`src/rdmc_pkg.sv`:
```
// Shared types and constants for the maze carver block.
// No dependencies; used by rdmc_ctrl, rdmc_dpath and random_dfs_maze_carver.
package rdmc_pkg;

    // Input opcodes (code 3 is unused and only returns a result)
    localparam logic [1:0] OP_START = 2'd0;
    localparam logic [1:0] OP_STEP  = 2'd1;
    localparam logic [1:0] OP_READ  = 2'd2;

    // Configuration register indexes
    localparam logic REG_WIDTH  = 1'b0;
    localparam logic REG_HEIGHT = 1'b1;

    // Field widths fixed by the interface
    localparam int OP_W    = 2;
    localparam int RND_W   = 16;
    localparam int COORD_W = 6;
    localparam int CFG_W   = 7;

    // Width of the epoch tag stored per grid cell
    localparam int TAG_W = 4;

    // Reset value of both extent registers
    localparam logic [CFG_W-1:0] EXTENT_RESET = 7'd10;

    // Probe directions, in probe order
    typedef enum logic [1:0] {
        DIR_YP = 2'd0,  // (0,+2)
        DIR_XP = 2'd1,  // (+2,0)
        DIR_YM = 2'd2,  // (0,-2)
        DIR_XM = 2'd3   // (-2,0)
    } t_dir;

    typedef enum logic [3:0] {
        S_CLEAR,
        S_IDLE,
        S_DISPATCH,
        S_START,
        S_POP,
        S_LOAD,
        S_PROBE,
        S_DECIDE,
        S_CARVE_A,
        S_CARVE_B,
        S_READ,
        S_READ_CHK,
        S_REPLY
    } t_state;

    // Controller to datapath
    typedef struct packed {
        logic capture;      // latch the input item, clear result fields
        logic clr_step;     // write one grid entry of the clearing pass
        logic epoch_bump;   // next epoch for a new maze
        logic epoch_reset;  // epoch back to one before a clearing pass
        logic start_init;   // carve (0,0) and push it
        logic pop;          // pop the top entry, issue its read
        logic load;         // take the popped cell, reset probe state
        logic probe;        // advance the probe pipeline
        logic decide;       // choose among the candidates
        logic carve_a;      // carve neighbor, push current
        logic carve_b;      // carve wall between, push neighbor
        logic rd_issue;     // issue grid read for a query
        logic rd_chk;       // evaluate the query read
        logic reply;        // load the output register
    } t_cmd;

    // Datapath to controller
    typedef struct packed {
        logic [1:0] op;
        logic       clr_last;
        logic       epoch_wrap;
        logic       stack_empty;
        logic       probe_last;
        logic       no_cand;
        logic       out_free;
    } t_stat;

endpackage

```
`src/rdmc_ctrl.sv`:
```
// Sequencer of the maze carver: state machine issuing datapath commands.
// Depends on rdmc_pkg.
module rdmc_ctrl (
    input  logic            i_clk,
    input  logic            i_rst_n,
    input  logic            i_in_valid,
    output logic            o_in_ready,
    input  rdmc_pkg::t_stat i_stat,
    output rdmc_pkg::t_cmd  o_cmd
);

    rdmc_pkg::t_state r_state, n_state;
    logic             r_clr_start, n_clr_start;

    // state registers
    always_ff @(posedge i_clk) begin
        if (!i_rst_n) begin
            r_state     <= rdmc_pkg::S_CLEAR;
            r_clr_start <= 1'b0;
        end else begin
            r_state     <= n_state;
            r_clr_start <= n_clr_start;
        end
    end

    // next state
    always_comb begin
        n_state     = r_state;
        n_clr_start = r_clr_start;
        unique case (r_state)
            rdmc_pkg::S_CLEAR: begin
                if (i_stat.clr_last) begin
                    n_state     = r_clr_start ? rdmc_pkg::S_START : rdmc_pkg::S_IDLE;
                    n_clr_start = 1'b0;
                end
            end
            rdmc_pkg::S_IDLE: begin
                if (i_in_valid) begin
                    n_state = rdmc_pkg::S_DISPATCH;
                end
            end
            rdmc_pkg::S_DISPATCH: begin
                unique case (i_stat.op)
                    rdmc_pkg::OP_START: begin
                        if (i_stat.epoch_wrap) begin
                            n_state     = rdmc_pkg::S_CLEAR;
                            n_clr_start = 1'b1;
                        end else begin
                            n_state = rdmc_pkg::S_START;
                        end
                    end
                    rdmc_pkg::OP_STEP: n_state = rdmc_pkg::S_POP;
                    rdmc_pkg::OP_READ: n_state = rdmc_pkg::S_READ;
                    default:           n_state = rdmc_pkg::S_REPLY;
                endcase
            end
            rdmc_pkg::S_START: n_state = rdmc_pkg::S_REPLY;
            rdmc_pkg::S_POP: begin
                n_state = i_stat.stack_empty ? rdmc_pkg::S_REPLY : rdmc_pkg::S_LOAD;
            end
            rdmc_pkg::S_LOAD: n_state = rdmc_pkg::S_PROBE;
            rdmc_pkg::S_PROBE: begin
                if (i_stat.probe_last) begin
                    n_state = rdmc_pkg::S_DECIDE;
                end
            end
            rdmc_pkg::S_DECIDE: begin
                // dead end: backtrack to the next stacked cell
                n_state = i_stat.no_cand ? rdmc_pkg::S_POP : rdmc_pkg::S_CARVE_A;
            end
            rdmc_pkg::S_CARVE_A:  n_state = rdmc_pkg::S_CARVE_B;
            rdmc_pkg::S_CARVE_B:  n_state = rdmc_pkg::S_REPLY;
            rdmc_pkg::S_READ:     n_state = rdmc_pkg::S_READ_CHK;
            rdmc_pkg::S_READ_CHK: n_state = rdmc_pkg::S_REPLY;
            rdmc_pkg::S_REPLY: begin
                if (i_stat.out_free) begin
                    n_state = rdmc_pkg::S_IDLE;
                end
            end
            default: n_state = rdmc_pkg::S_IDLE;
        endcase
    end

    // command outputs
    always_comb begin
        o_cmd      = '0;
        o_in_ready = 1'b0;
        unique case (r_state)
            rdmc_pkg::S_CLEAR: o_cmd.clr_step = 1'b1;
            rdmc_pkg::S_IDLE: begin
                o_in_ready  = 1'b1;
                o_cmd.capture = i_in_valid;
            end
            rdmc_pkg::S_DISPATCH: begin
                if (i_stat.op == rdmc_pkg::OP_START) begin
                    o_cmd.epoch_reset = i_stat.epoch_wrap;
                    o_cmd.epoch_bump  = !i_stat.epoch_wrap;
                end
            end
            rdmc_pkg::S_START: o_cmd.start_init = 1'b1;
            rdmc_pkg::S_POP:   o_cmd.pop = !i_stat.stack_empty;
            rdmc_pkg::S_LOAD:  o_cmd.load = 1'b1;
            rdmc_pkg::S_PROBE: o_cmd.probe = 1'b1;
            rdmc_pkg::S_DECIDE: o_cmd.decide = !i_stat.no_cand;
            rdmc_pkg::S_CARVE_A: o_cmd.carve_a = 1'b1;
            rdmc_pkg::S_CARVE_B: o_cmd.carve_b = 1'b1;
            rdmc_pkg::S_READ:     o_cmd.rd_issue = 1'b1;
            rdmc_pkg::S_READ_CHK: o_cmd.rd_chk = 1'b1;
            rdmc_pkg::S_REPLY:    o_cmd.reply = i_stat.out_free;
            default: o_cmd = '0;
        endcase
    end

endmodule

```
`config.mk`:
```
export PLATFORM = sky130hd
export DESIGN_NAME = rdmc_ctrl
export DESIGN_NICKNAME = d
export VERILOG_FILES = /design/src/rdmc_pkg.sv /design/src/rdmc_ctrl.sv
export SDC_FILE = /design/constraint.sdc
export NUM_CORES = 1
export LEC_CHECK = 0
export BUFFER_PORTS_ARGS = -buffer_cell sky130_fd_sc_hd__buf_2
export CORE_AREA = 2 2 39 41
export CTS_BUF_LIST = sky130_fd_sc_hd__clkbuf_16
export CTS_CLUSTER_DIAMETER = 30
export CTS_CLUSTER_SIZE = 8
export DETAILED_ROUTE_END_ITERATION = 7
export DIE_AREA = 0 0 41 43
export PLACE_DENSITY = 0.8
export SLEW_MARGIN = 40
export SYNTH_ARGS = -nofsm -noshare
export SYNTH_HDL_FRONTEND = slang
export SYNTH_SLANG_ARGS = --single-unit
```
`constraint.sdc`:
```
create_clock -name i_clk -period 1.6 [get_ports i_clk]
set_input_delay 0.08 -clock i_clk [delete_from_list [all_inputs] [get_ports i_clk]]
set_output_delay 0.08 -clock i_clk [all_outputs]
set_load 0.02 [all_outputs]
```
## After elaboration in Yosys (flattened, before gate mapping)

Index checks and enable logic that the tools add are counted.
W data, S select, Z words.

- Register bits after elaboration: 5
- Input bits: 11
- Output and inout bits: 15
- Logic and storage cells: 60

- Reduce and logical (&&, ||, !) cells: 9
- Mux-type cells: 29
- Eq/ne operators: 20

Operators with widths:

| kind | count |
|---|---|
| $pmux W4 S11 | 1 |
| $mux W4 | 6 |
| $eq A4 B4 Y1 const B | 5 |
| $eq A4 B3 Y1 const B | 4 |
| $mux W1 | 16 |
| $ne A2 B2 Y1 const B | 6 |
| $pmux W4 S3 | 1 |
| $eq A4 B2 Y1 const B | 2 |
| $mux W2 | 4 |
| $reduce_and A4 Y1 | 2 |
| $eq A4 B1 Y1 const B | 1 |
| $logic_not A4 Y1 | 1 |
| $logic_not A1 Y1 | 3 |
| $reduce_or A3 Y1 | 1 |
| $eq A2 B1 Y1 const B | 1 |
| $eq A2 B2 Y1 const B | 1 |
| $logic_not A2 Y1 | 1 |
| $pmux W1 S2 | 1 |
| $reduce_bool A2 Y1 | 1 |

## Depth between registers and ports, before layout

- Word-level depth: 3
- Gate-level depth with buffers: 6
- Depth with buffers taken out: 4

## Least setup slack after synthesis

OpenSTA, ideal clock, no wires.

- Path kind: reg2reg
- From: register r_state[0]
- To: register r_clr_start
- Required time: 1,540 ps
- Arrival time: 1,662 ps
- Stages on the path, launching flop included: 5
- Slack: -122 ps
- Buffers on the path: 1
- Path through: dfxtp_1 buf_6 or4_4 nor3_1 o21a_1

- Word-level cells in the longest chain between the ends: 3
- Elaborated cells between the ends (all ways): 8
- Those cells by class: eq/ne: 4; mux: 1; reduce/logical: 3

RTL lines:

| item | line | source |
|---|---|---|
| start: declaration | rdmc_ctrl.sv:12 | `rdmc_pkg::t_state r_state, n_state;` |
| start signal: assignment | rdmc_ctrl.sv:18 | `r_state <= rdmc_pkg::S_CLEAR;` |
| start signal: assignment | rdmc_ctrl.sv:21 | `r_state <= n_state;` |
| $eq A4 B2 Y1 or $logic_not A4 Y1 (tied branches) | rdmc_ctrl.sv:30 | `unique case (r_state)` |
| $ne A2 B2 Y1 (no line) or $reduce_bool A2 Y1 (tied branches) | - |  |
| $reduce_and A4 Y1 (no line) | - |  |
| end signal: assignment | rdmc_ctrl.sv:22 | `r_clr_start <= n_clr_start;` |
| end: declaration | rdmc_ctrl.sv:13 | `logic r_clr_start, n_clr_start;` |

Parallel ways exist; a longest one is shown, timed or not.
A chain may end at the register's enable or synchronous reset.

==> results.ini <==
[outcome]
status=finished, final reports clean

[clocking]
cts_tree=built
clk_transition_reported_paths_ns=0.03
cts.sinks=5
clk_path_buf_depth=2
cts_root_buffer=clkbuf_16
clk_latency_ns=0.22
cts_buffers=3
htreeDepth=1

[timing]
tns_ns=0
slew_viol_final=0
fin_crit_ns=1.557
worst_pin_slew_ns=0.4123
max_freq_ghz=0.6425
finalClockSkew_ns=0.00006377
min_period_over_period_pct=97.28
rsz0062_at_grt=no
max-slew-margin-rel_pct=72.47
finalSetupViolCount=0
final-hold-violation-count=0

[job]
max_cap_violations=0

[finish]
layout-drive-gt1-share_pct=43.75
fin_cells=112
layout.nets=108
fill_cells=133
stdcell_area_sq_um=744.5
antenna_cells=0
area_growth_pct=48.38

[floorplan]
fp.dieArea_sq_um=1763
core-area_sq_um=1384
die_x_um=41
initial_core_util_pct=36.26
die_y_um=43
ioPinCount=26
fp-row-count=14

[worst_setup_path]
crit_start=r_state[0]$_SDFFE_PN0P_
crit_cells=3
cp-endpoint=o_cmd[11]
cp_data_arrival_time_ns=1.48
worst-r2r-cell-count=4
crit_chain=or4_4, nor3_4, buf_6
cpMaxStageDelayCell=or4_4
r2r_end=r_state[0]$_SDFFE_PN0P_
r2r-start=r_state[0]$_SDFFE_PN0P_
startpoint_type=flip-flop
path_class=reg2out
required_ns=1.52
crit_buf_inv=1
rrSetupSlack_ns=0.15
cpPeakStageDelay_ns=0.57
cp_top_family=simple AND/OR/NAND/NOR gates
cp_max_fo=10
worst_setup_path_end_kind=primary output

[pwr]
power.density_nw_per_um2=1980
p_clk_share_pct=27.0
ir_drop_uv=1131
combPwrFrac_pct=52.8
power.switching_uw=648.0
netSwitchingFraction_pct=43.97
p_seq_share_pct=20.2
cellInternalPower_uw=825.9
total_power_mw=1.474
power_leakage_nw=0.3518

[synthesis]
yosys-top-cells-area=dfxtp_1, nor2_1, nor3_1
ys.flop_type=dfxtp_1
syn-cell-area_sq_um=501.7
synthCells=71
yosys.area.top_type=dfxtp_1
yosys.cell_types.count=32
synthArstFlopShare_pct=0
seq_area_frac_synth_pct=19.95
synth.most_common_cell=nor2_1
postSynthAreaPerCell_sq_um=7.067
synth_nets=82
netlist.area_leader.share_pct=19.95
ys_top_cells_by_count=nor2_1, nor3_1, dfxtp_1
synth-edff-count=0
ys_ff_latch=5
yosysWarnings=0

[routing]
firstDrtPassIters=5
routed_wirelength_um=1394
detail_route.iter0.violations=7
drc_errors=0
routedWlPerCell_um=12.45
final_antenna_net_count=0
vias=610
vias_per_cell=5.446
met2_length_um=663
dr_wl_met3_um=71
drt-met1-wl_um=635
highest_layer=met4

[placement]
place_congestion=0.7686
dp.final_hpwl_um=1052
place_area_sq_um=638.1
port_buffers=25
dp_cells=108

[hold_path]
hp-class=in2reg

[grt]
grt_max_degree=13
grt_pass1_vias=476
antenna_found_initial=0
gr-total-overflow=0
grt_usage_pct=17.05
grt_first_pass_wirelength_um=1952

-- per-stage QoR --
step                      worst slack, ns  hold WS, ns  util, %
final                             0.04347       0.1222    53.80
after CTS                         0.02915       0.1229    52.71
after global placement             0.1705       0.3585    46.11
after floorplan                   0.07507       0.1976        -
after detailed placement           0.1460       0.3560    46.11
after global routing             0.007741       0.1356    53.80
-- registers in the layout, summed over array words and instances (netlist names) --
register	count
r_state	4
r_clr_start	1
-- power by group through the flow --
stage / Clock (mW) / Sequential, mW / Combinational (mW)
3_5_place_dp: 0 / 0.281 / 0.750
5_1_grt: 0.421 / 0.308 / 0.851
6_report: 0.398 / 0.298 / 0.778
3_3_place_gp: 0 / 0.280 / 0.740
2_1_floorplan: 0 / 0.197 / 0.667
4_1_cts: 0.408 / 0.283 / 0.758
-- logic make-up after synthesis --
group	Yosys count	synth area share, %
flops	5	19.95
compound gates	19	27.93
mux	1	2.244
simple gates	35	38.41
buf+inv	10	9.724
xor+xnor	1	1.746
-- how the worst min path moves through the flow --
stage / end / from / slack [ns] / cells after the start
global placement: r_state[3]$_SDFFE_PN0P_ / i_rst_n / 0.36 / 2
floorplan: r_clr_start$_SDFFE_PN0P_ / i_rst_n / 0.20 / 1
detailed placement: r_clr_start$_SDFFE_PN0P_ / i_rst_n / 0.36 / 2
global route: r_state[2]$_SDFFE_PN0P_ / i_rst_n / 0.14 / 2
finish: r_state[2]$_SDFFE_PN0P_ / i_rst_n / 0.12 / 2
CTS: r_clr_start$_SDFFE_PN0P_ / i_rst_n / 0.12 / 2
-- cell usage in the layout (no fill, tap or decap), types with 2 or more instances in the layout --
cell type  instances
o21a_1             3
clkbuf_16          3
nor3_1             6
nand2_1            4
buf_4              2
o21ai_0            2
o211ai_1           2
nor2_1            11
nor3_4             2
buf_6              2
dfxtp_2            3
inv_1              5
nand2b_1           2
buf_2             23
dfxtp_1            2
a21oi_1            4
-- area by class of cell --
type	count	area (sq um)	share of cell area [%]
Tap cell	16	20.02	2.689
Inverter	4	15.01	2.017
Clock buffer	3	75.07	10.08
Timing Repair Buffer	27	152.6	20.50
Clock inverter	1	3.754	0.5042
Sequential cell	5	103.9	13.95
Multi-Input combinational cell	56	374.1	50.25
-- layer usage --
metal / vias to the layer above / global-route usage, %
met5: - / 0
met4: 0 / 16.00
met3: 2 / 4.712
met2: 22 / 24.06
met1: 285 / 19.23
li1: 301 / -
-- what timing repair did --
| action | 4_1_cts | 5_1_grt |
|---|---|---|
| hold buffers | 0 | 0 |
| setup endpoints to repair | 2 | 6 |
| buffers inserted | 0 | 0 |
| pin swaps | 1 | 0 |
| gates resized for setup | 4 | 6 |
| cloned | 0 | 0 |
Power figures use the tool's default switching activity.
